===== src/rtl/sek_pkg.sv =====
// Shared types and constants for the sparse entry key sort block.
package sek_pkg;

  localparam int FIELD_W = 24;
  localparam int VALUE_W = 64;

  // One incoming sparse entry.
  typedef struct packed {
    logic [FIELD_W-1:0] row_index;
    logic [FIELD_W-1:0] col_index;
    logic [VALUE_W-1:0] entry_value;
    logic               last_entry;
  } entry_t;

  // One sorted entry on the way out.
  typedef struct packed {
    logic [FIELD_W-1:0] sorted_row;
    logic [FIELD_W-1:0] sorted_col;
    logic [VALUE_W-1:0] sorted_value;
    logic               final_result;
    logic               overflowed;
  } result_t;

  // Commands from the controller to the datapath.
  typedef struct packed {
    logic load;
    logic begin_run;
    logic scan_rd;
    logic emit;
    logic finish;
  } sek_cmd_t;

  // Status from the datapath to the controller.
  typedef struct packed {
    logic scan_last;
    logic emit_last;
  } sek_status_t;

endpackage


===== src/rtl/sek_controller.sv =====
// Sequencer for loading, scanning and emitting sorted entries.
module sek_controller (
  input  logic                 clk,
  input  logic                 rst,
  input  logic                 start,
  input  logic                 last_entry,
  input  sek_pkg::sek_status_t status,
  output sek_pkg::sek_cmd_t    cmd,
  output logic                 busy
);
  import sek_pkg::*;

  typedef enum logic [1:0] {
    S_IDLE,
    S_SCAN,
    S_DRAIN,
    S_EMIT
  } state_t;

  state_t state;
  state_t state_next;

  // Next state and commands.
  always_comb begin
    state_next    = state;
    cmd           = '0;
    unique case (state)
      S_IDLE: begin
        if (start) begin
          cmd.load = 1'b1;
          if (last_entry) begin
            cmd.begin_run = 1'b1;
            state_next    = S_SCAN;
          end
        end
      end
      S_SCAN: begin
        cmd.scan_rd = 1'b1;
        if (status.scan_last) begin
          state_next = S_DRAIN;
        end
      end
      S_DRAIN: begin
        state_next = S_EMIT;
      end
      S_EMIT: begin
        cmd.emit = 1'b1;
        if (status.emit_last) begin
          cmd.finish = 1'b1;
          state_next = S_IDLE;
        end else begin
          state_next = S_SCAN;
        end
      end
      default: begin
        state_next = S_IDLE;
      end
    endcase
  end

  // State and registered busy flag.
  always_ff @(posedge clk) begin
    if (rst) begin
      state <= S_IDLE;
      busy  <= 1'b0;
    end else begin
      state <= state_next;
      busy  <= (state_next != S_IDLE);
    end
  end

endmodule


===== config.mk =====
export PLATFORM = sky130hd
export DESIGN_NAME = sek_controller
export DESIGN_NICKNAME = d
export VERILOG_FILES = /design/src/rtl/sek_pkg.sv /design/src/rtl/sek_controller.sv
export SDC_FILE = /design/constraint.sdc
export NUM_CORES = 1
export LEC_CHECK = 0
export ABC_AREA = 1
export ABC_CLOCK_PERIOD_IN_PS = 1000
export BUFFER_PORTS_ARGS = -buffer_cell sky130_fd_sc_hd__buf_2
export CORE_AREA = 4 4 41 43
export CTS_CLUSTER_SIZE = 25
export DETAILED_ROUTE_END_ITERATION = 6
export DIE_AREA = 0 0 45 47
export PLACE_DENSITY = 0.32
export SYNTH_ARGS = -nofsm -noshare
export SYNTH_HDL_FRONTEND = slang
export SYNTH_SLANG_ARGS = --single-unit

===== constraint.sdc =====
create_clock -name clk -period 1 [get_ports clk]
set_clock_uncertainty 0.2 [all_clocks]
set_input_delay 0 -clock clk [delete_from_list [all_inputs] [get_ports clk]]
set_output_delay 0 -clock clk [all_outputs]
set_load 0.05 [all_outputs]

==> results.md, run 1 <==
Critical path:
- In this run the critical register-to-register path is captured at state[0].
- Traced cell by cell, the critical path runs through nor2_4 -> nand3_2 -> clkinvlp_4 -> buf_8.
- The data arrival time at the worst-slack endpoint is 0.99 ns.
- The critical path contains buffers and inverters numbering 2 combined.
- STA classifies the critical path startpoint as a flip-flop.
- The cell type of the slowest stage on the worst timing path is dfxtp_2.
- The kind of end point of the critical path is an output port.
- In this design, the stage delay of the slowest critical-path cell is 0.33 ns.
- The data required time at the worst endpoint is 0.80 ns.
- The path depth of the worst reg2reg path is 6.
- The depth of the critical timing path with buffers and inverters included is 4.
- On the critical path the largest part of the delay comes from flip-flops.
- Of all nets on the critical path, the largest fanout is 4.
- By startpoint and endpoint, the worst setup path is classified as reg2out.
- The launch point of the worst reg-to-reg path is state[1].
- For flop-to-flop paths, the worst setup slack is -0.12 ns.

Timing:
- Across all setup checks in the final design, the least slack found is -0.186 ns.
- The number of setup violations in the final report is 8.
- For the pin with the worst max-slew slack, the measured transition is 0.158 ns.
- The max-slew violation total from the final report is 0.
- The normalized max-slew margin is 0.895.
- The number of endpoints with negative hold slack in the final report is 2.
- Setup repair after global routing could not meet its margin everywhere.
- The smallest clock period supported by the final layout is computed as 1.19 ns.
- The maximum clock rate is 843 MHz.
- Of the available clock period, the critical path in the final layout requires 1.19.
- Final hold analysis gives a worst-case slack of -0.0533 ns.

Run:
- The max-capacitance violation count is 0.

Power:
- The fraction of power consumed by sequential logic is 0.269.
- Summed over all cells, the static leakage comes to 0.216 nW.
- Dividing total power by cell area gives a power density of 1430 mW/mm^2.
- Summed over all nets, the switching power comes to 0.174 mW.
- Of the total power, the share spent switching nets is 0.326.
- The maximum VDD drop is 0.000976 V.
- After layout, the design draws a total of 0.535 mW.
- The part of the power in combinational logic is 0.347.
- The share of total power dissipated in the clock network is 0.384.
- Internal power comes to 0.360 mW.

Placement:
- The final estimated routing congestion in global placement is 0.637.
- After detailed placement, the total cell area comes to 256 sq um.
- The final HPWL from detailed placement is 332 microns.
- The post-placement worst setup slack is -0.154 ns.
- During placement, the flow inserted port buffers numbering 11.

Cells and area:
- The count of fill cells added during filler insertion is 161.
- The number of nets at the end of the flow is 54.
- The area growth from synthesis to layout is 137%.
- The total inserted antenna cells is 0.
- The final standard cell area without fillers is 373 sq um.
- Of the cells placed in the final design, the portion with a size suffix greater than 1 is 0.574.

Detailed routing:
- The DRC violation count after routing is 0.
- The DRC violation total after the first TritonRoute iteration is 0.
- The final routed wire length divided by cell count is 7.52 microns.
- The total length of routed wires is 466 microns.
- The via density per instance is 3.58.
- In this run the remaining antenna-violating nets after routing total 0.
- The routed layout has 222 vias.
- The number of iterations in the first detailed-routing pass is 1.

Global route:
- The total global routing overflow is 0.
- The number of antenna violations at the first check in global routing is 0.
- For this run, the total global-route usage over all layers was measured as 0.0568.
- The via count of the first global-routing pass was 231.
- Entering global routing, the biggest net connects 5 pins.
- The first global-routing pass estimated 821 microns of wire.

Synthesis:
- The cell count after synthesis is 27.
- The synthesized area divided by synthesized cell count is 5.84 sq um.
- The number of distinct standard cells referenced by the synthesized netlist is 7.
- For this run, the number of Yosys warnings is 0.
- The total of flip-flops plus latches after synthesis is 3.
- For this run, the register share of the synthesized area comes to 0.381.
- The post-synth net total is 33.
- The mapped netlist covers 158 sq um.

Hold path:
- The endpoint with the worst hold slack is state[1].
- The beginning of the worst hold path is status[1].
- The class of the worst hold path is in2reg.
- Counting instances, the worst hold path has a depth of 5.

Die:
- The area of the die is 0.00212 sq mm.
- The floorplan has 13 rows.
- The starting density of the core is 0.121.
- The die span in y is 47 microns.
- The width of the die is 45 microns.
- The placeable core region is 0.00130 sq mm.
- 12 I/O pins were placed.

CTS:
- The CTS tree is yes.
- The number of clock buffers added by TritonCTS is 3.
- The tree built by TritonCTS fans out to 3 sinks.
- The clock passes through at most 2 buffers.
- Buffers inserted to repair hold after CTS numbered 1.
- The insertion delay of the later-clocked pin in the worst-skew pair is 0.23 ns.
- The clock slew seen by the registers of the worst setup and hold paths is 0.04 ns.
- The level count of the clock H-tree is 1.
- The cell at the root of the clock tree is clkbuf_4.

Outcome:
- The flow ran to the end, but the final reports show violations.
- The checks that failed: negative hold slack, negative setup slack.
## metal layers
| metal | global-route usage | routed length (microns) |
|---|---|---|
| met2 | 0.0932 | 211 |
| met3 | 0.0460 | 64 |
| met4 | 0.0175 | 0 |
| met1 | 0.0543 | 190 |
| met5 | 0 | 0 |
## sequential cells by signal, indices dropped and copies added, names as in the netlist
signal  cells
busy        1
state       2
## stage by stage
stage | setup TNS (ns) | std cells | hold slack, ns | util
5_1_grt | -1.63 | 62 | -0.0250 | 0.287
3_3_place_gp | -0.451 | 55 | 0.0665 | 0.197
3_5_place_dp | -0.457 | 55 | 0.0624 | 0.197
6_report | -1.05 | 62 | -0.0533 | 0.287
4_1_cts | -1.16 | 62 | -0.0644 | 0.281
2_1_floorplan | -0.0347 | 27 | -0.0389 | -
## Yosys cell counts
| library cell | n | area [sq um] |
|---|---|---|
| nor2_1 | 2 | 7.51 |
| inv_1 | 9 | 33.8 |
| and2_1 | 1 | 6.26 |
| o21ai_0 | 1 | 5.00 |
| nand2_1 | 8 | 30.0 |
| dfxtp_1 | 3 | 60.1 |
| nand3_1 | 3 | 15.0 |
## worst min-delay path: stages
cell and delay, ns:
buf_2 0.11, nand3_2 0.06, o21ai_1 0.06, nand2_1 0.08, inv_1 0.04
## cell usage in the layout, fill, tap and decap left out, types with 2 or more instances in the layout
| cell type | n |
|---|---|
| inv_1 | 7 |
| nand3_2 | 2 |
| buf_4 | 2 |
| buf_6 | 6 |
| clkbuf_4 | 4 |
| buf_2 | 5 |
| nand2_1 | 8 |
## power groups by stage
stage | sequential [mW] | clock, mW | combinational [mW]
CTS | 0.144 | 0.216 | 0.181
floorplan | 0.162 | 0 | 0.0776
global route | 0.146 | 0.239 | 0.200
detailed placement | 0.144 | 0 | 0.137
finish | 0.144 | 0.205 | 0.185
global placement | 0.144 | 0 | 0.139
## cell type report
class / count / area (sq um) / share of cell area
sequential: 3 / 65.1 / 0.174
clock buffer: 4 / 26.3 / 0.0705
tap: 15 / 18.8 / 0.0503
inverter: 9 / 37.5 / 0.101
timing repair buffer: 16 / 140 / 0.376
multi-input combinational: 15 / 85.1 / 0.228
## cells by family after synthesis
logic type / share of synthesized area
flip-flops: 0.381
AND/OR/NAND/NOR: 0.373
buffers and inverters: 0.214
AO/OA/AOI/OAI: 0.0317
## worst max path at each step
stage | slack, ns | from | endpoint
final | -0.19 | state[1] | cmd[3]
after CTS | -0.20 | state[1] | cmd[3]
after floorplan | -0.02 | state[0] | busy
after detailed placement | -0.15 | state[0] | cmd[3]
after global placement | -0.13 | state[0] | cmd[3]
after global routing | -0.25 | state[1] | cmd[3]
## what timing repair did
action	in CTS	in global routing
setup endpoints to repair	7	9
pin swaps	3	1
resized for setup	18	3
endpoints found under the hold margin	3	1
setup buffers	2	0
No activity file was read; power rests on OpenSTA's default activity.
==> inputs of run 2 (changes only) <==
--- a/config.mk
+++ b/config.mk
@@ -7,12 +7,13 @@
 export LEC_CHECK = 0
 export ABC_AREA = 1
 export ABC_CLOCK_PERIOD_IN_PS = 1000
-export BUFFER_PORTS_ARGS = -buffer_cell sky130_fd_sc_hd__buf_2
+export BUFFER_PORTS_ARGS = -buffer_cell sky130_fd_sc_hd__buf_4
+export CAP_MARGIN = 15
 export CORE_AREA = 4 4 41 43
 export CTS_CLUSTER_SIZE = 25
 export DETAILED_ROUTE_END_ITERATION = 6
 export DIE_AREA = 0 0 45 47
-export PLACE_DENSITY = 0.32
+export PLACE_DENSITY_LB_ADDON = 0.25
 export SYNTH_ARGS = -nofsm -noshare
 export SYNTH_HDL_FRONTEND = slang
 export SYNTH_SLANG_ARGS = --single-unit
==> results.md, run 2 (synthesis gave the netlist of run 1 again) <==
Global route:
- The wire length of the first global-routing pass is 862 microns (+5.0%).
- The number of antenna violations at the first check in global routing was 0 (unchanged).
- The total global-route track usage is 0.0599 (+0.00311).
- The via count of the first global-routing pass is 227 (-1.7%).
- The total global routing overflow was 0 (unchanged).
- The pin count of the biggest net entering global routing is 5 (unchanged).

Timing:
- The number of setup violations in the final report came to 8 (unchanged).
- Setup repair after global routing could not meet its margin everywhere.
- The number of endpoints with negative hold slack in the final report is 2 (unchanged).
- The max-slew violation total from the final report is 0 (unchanged).
- The worst setup slack after layout came to -0.221 ns (-0.0347 ns).
- The post-layout minimum cycle time was 1.22 ns (+0.0347 ns).
- The maximum clock rate is 819 MHz (-2.8%).
- The transition time at the pin with the least slew margin came to 0.132 ns (-0.0260 ns).
- The minimum hold slack was -0.0276 ns (+0.0257 ns).
- The normalized max-slew margin is 0.911 (+0.0162).
- The share of the clock period used by the worst path after layout is 1.22 (+0.0347).

Outcome:
- The flow ran to the end, but the final reports show violations.
- The final reports fail on negative hold slack, negative setup slack.

Cells and area:
- Ranked by flip-flop count, first place goes to state.
- The multi-input logic area is 90.1 sq um (+5.9%).
- The largest registers in the layout are state x2, busy x1.
- Compared with the post-synthesis result, the final layout area differs by 166%.
- The register area was 67.6 sq um (+3.8%).
- The layout cell share with drive strength beyond 1 is 0.633 (+0.0582).
- The total inserted antenna cells came to 0 (unchanged).
- Leaving out fill and tap cells, the most frequent cell in the layout is buf_4.
- The number of non-filler instances in the completed layout is 64 (+3.2%).
- The final standard cell area without fillers was 419 sq um (+12%).
- The final cell utilization of the core is 0.322 (+0.0356).
- The top cell types in the final layout, fill and taps aside, are 9 x buf_4, 7 x inv_1, 6 x nand2_1.
- The number of flip-flops under the largest register name is 2 (unchanged).
- The count of fill cells added during filler insertion is 147 (-8.7%).
- The number of nets at the end of the flow came to 56 (+3.7%).

Critical path:
- The most critical setup path has its startpoint at state[0].
- The kind of end point of the critical path is an output port.
- The signal on the critical path passes through nor2_4 -> nand3_2 -> clkinvlp_4 -> buf_8.
- The data required time at the worst endpoint is 0.80 ns (about the same).
- The sort of element at the start of the critical path is a flip-flop.
- The cell type of the slowest stage on the worst timing path is dfxtp_4.
- The maximum cell stage delay along the critical path came to 0.35 ns (+0.02 ns).
- The launch point of the worst reg-to-reg path is state[0].
- The data arrival time at the worst-slack endpoint is 1.02 ns (+0.03 ns).
- By startpoint and endpoint, the worst setup path is classified as reg2out.
- The worst-path maximum fanout was 4 (unchanged).

Placement:
- The cell count after placement came to 56 (+1.8%).
- The quantity of I/O buffers inserted on ports is 11 (unchanged).
- The post-placement worst setup slack is -0.0713 ns (+0.0827 ns).
- The cell area after placement was 292 sq um (+14%).
- The final estimated routing congestion in global placement is 0.600 (-5.8%).
- The final HPWL from detailed placement was 339 microns (+1.9%).

Hold path:
- The tightest min-delay check is of the in2reg type.
- In this run the most critical hold path is launched from status[1].

Detailed routing:
- The overall via count from detail_route was 223 (+0.45%).
- The total length of routed wires came to 530 microns (+14%).
- The highest metal layer with signal wires is met3.
- The remaining antenna violation count is 0 (unchanged).
- The number of iterations in the first detailed-routing pass is 1 (unchanged).
- The DRC violation total after the first TritonRoute iteration is 0 (unchanged).
- The final routed wire length divided by cell count is 8.28 microns (+10%).
- The routed wire length on met2 is 314 microns (+49%).
- The wire length on met3 is 33 microns (-48%).
- The routed metal-1 wirelength is 182 microns (-4.2%).
- The DRC violation count after routing was 0 (unchanged).
- The via density per instance came to 3.48 (-2.7%).

Power:
- The power density over the cells came to 1320 mW/mm^2 (-8.0%).
- The static leakage came to 0.232 nW (+7.5%).
- The total power came to 0.553 mW (+3.5%).
- The maximum VDD drop was 0.000503 V (-48%).

Die:
- The starting density of the core is 0.121 (unchanged).
- The width of the die is 45 microns (unchanged).
- The cell row count is 13 (unchanged).
- The number of placed I/O pins came to 12 (unchanged).
- The die span in y is 47 microns (unchanged).
- The placeable core region is 0.00130 sq mm (unchanged).
- The area of the die came to 0.00212 sq mm (unchanged).

CTS:
- The cell at the root of the clock tree is clkbuf_4.
- TritonCTS built the clock tree.
- The count of clock tree sinks came to 3 (unchanged).
- The level count of the clock H-tree is 1 (unchanged).
- The maximum count of clock buffers along a single path is 2 (unchanged).
- The number of clock buffers inserted by TritonCTS is 3 (unchanged).
- The insertion delay of the later-clocked pin in the worst-skew pair is 0.23 ns (about the same).
- The number of buffers inserted for hold repair after clock tree synthesis was 1 (unchanged).
- The clock slew seen by the registers of the worst setup and hold paths is 0.04 ns (about the same).

Run:
- The max-capacitance violation count is 0 (unchanged).
==> run 2: cell count changes in the layout (fill, tap and decap cells not counted), moves of 2 or more <==
| cell | delta |
|---|---|
| nand2_2 | +2 |
| buf_4 | +7 |
| buf_8 | +2 |
| buf_2 | -5 |
| nand2_1 | -2 |
==> run 2: power breakdown <==
group          internal, mW  leakage [nW]  switching, mW
Combinational        0.0875         0.191          0.109
Clock                 0.150        0.0150         0.0643
Sequential            0.131        0.0261         0.0117
==> run 2: per-layer routing <==
metal,global-route usage,vias to the layer above
met5,0,-
met4,0.0526,0
met3,0.0230,0
met2,0.102,5
met1,0.0564,99
li1,-,119
==> run 2: final timing paths <==
kind,endpoint,slack [ns],depth (start not counted)
hold reg to reg,state[1],0.47,4
setup reg to reg,busy,-0.12,7
setup / recovery,cmd[3],-0.22,4
hold / removal,state[1],-0.03,5
==> run 2: per-stage QoR <==
stage | TNS [ns] | hold slack (ns)
after floorplan | -0.0347 | -0.0389
after global placement | -0.214 | 0.0583
after detailed placement | -0.192 | 0.0614
after CTS | -1.29 | -0.0426
after global routing | -1.75 | -0.00127
final | -1.25 | -0.0276
==> run 2: cell type report <==
cell class,instances,share of cell area
Multi-Input combinational cell,15,0.215
Inverter,9,0.0896
Tap cell,15,0.0448
Timing Repair Buffer,18,0.427
Sequential cell,3,0.161
Clock buffer,4,0.0627
==> run 2: timing repair <==
item                                    CTS  global route
pin swaps                                 4             0
setup buffers                             3             0
endpoints found under the hold margin     3             1
resized for setup                        19             2
endpoints found under the setup margin    8             8
==> run 2: worst max-delay path, delay by kind of cell (launching register included) <==
kind          cells  cell delay, ns
buf+inv           2            0.23
simple gates      2            0.21
flops             1            0.35
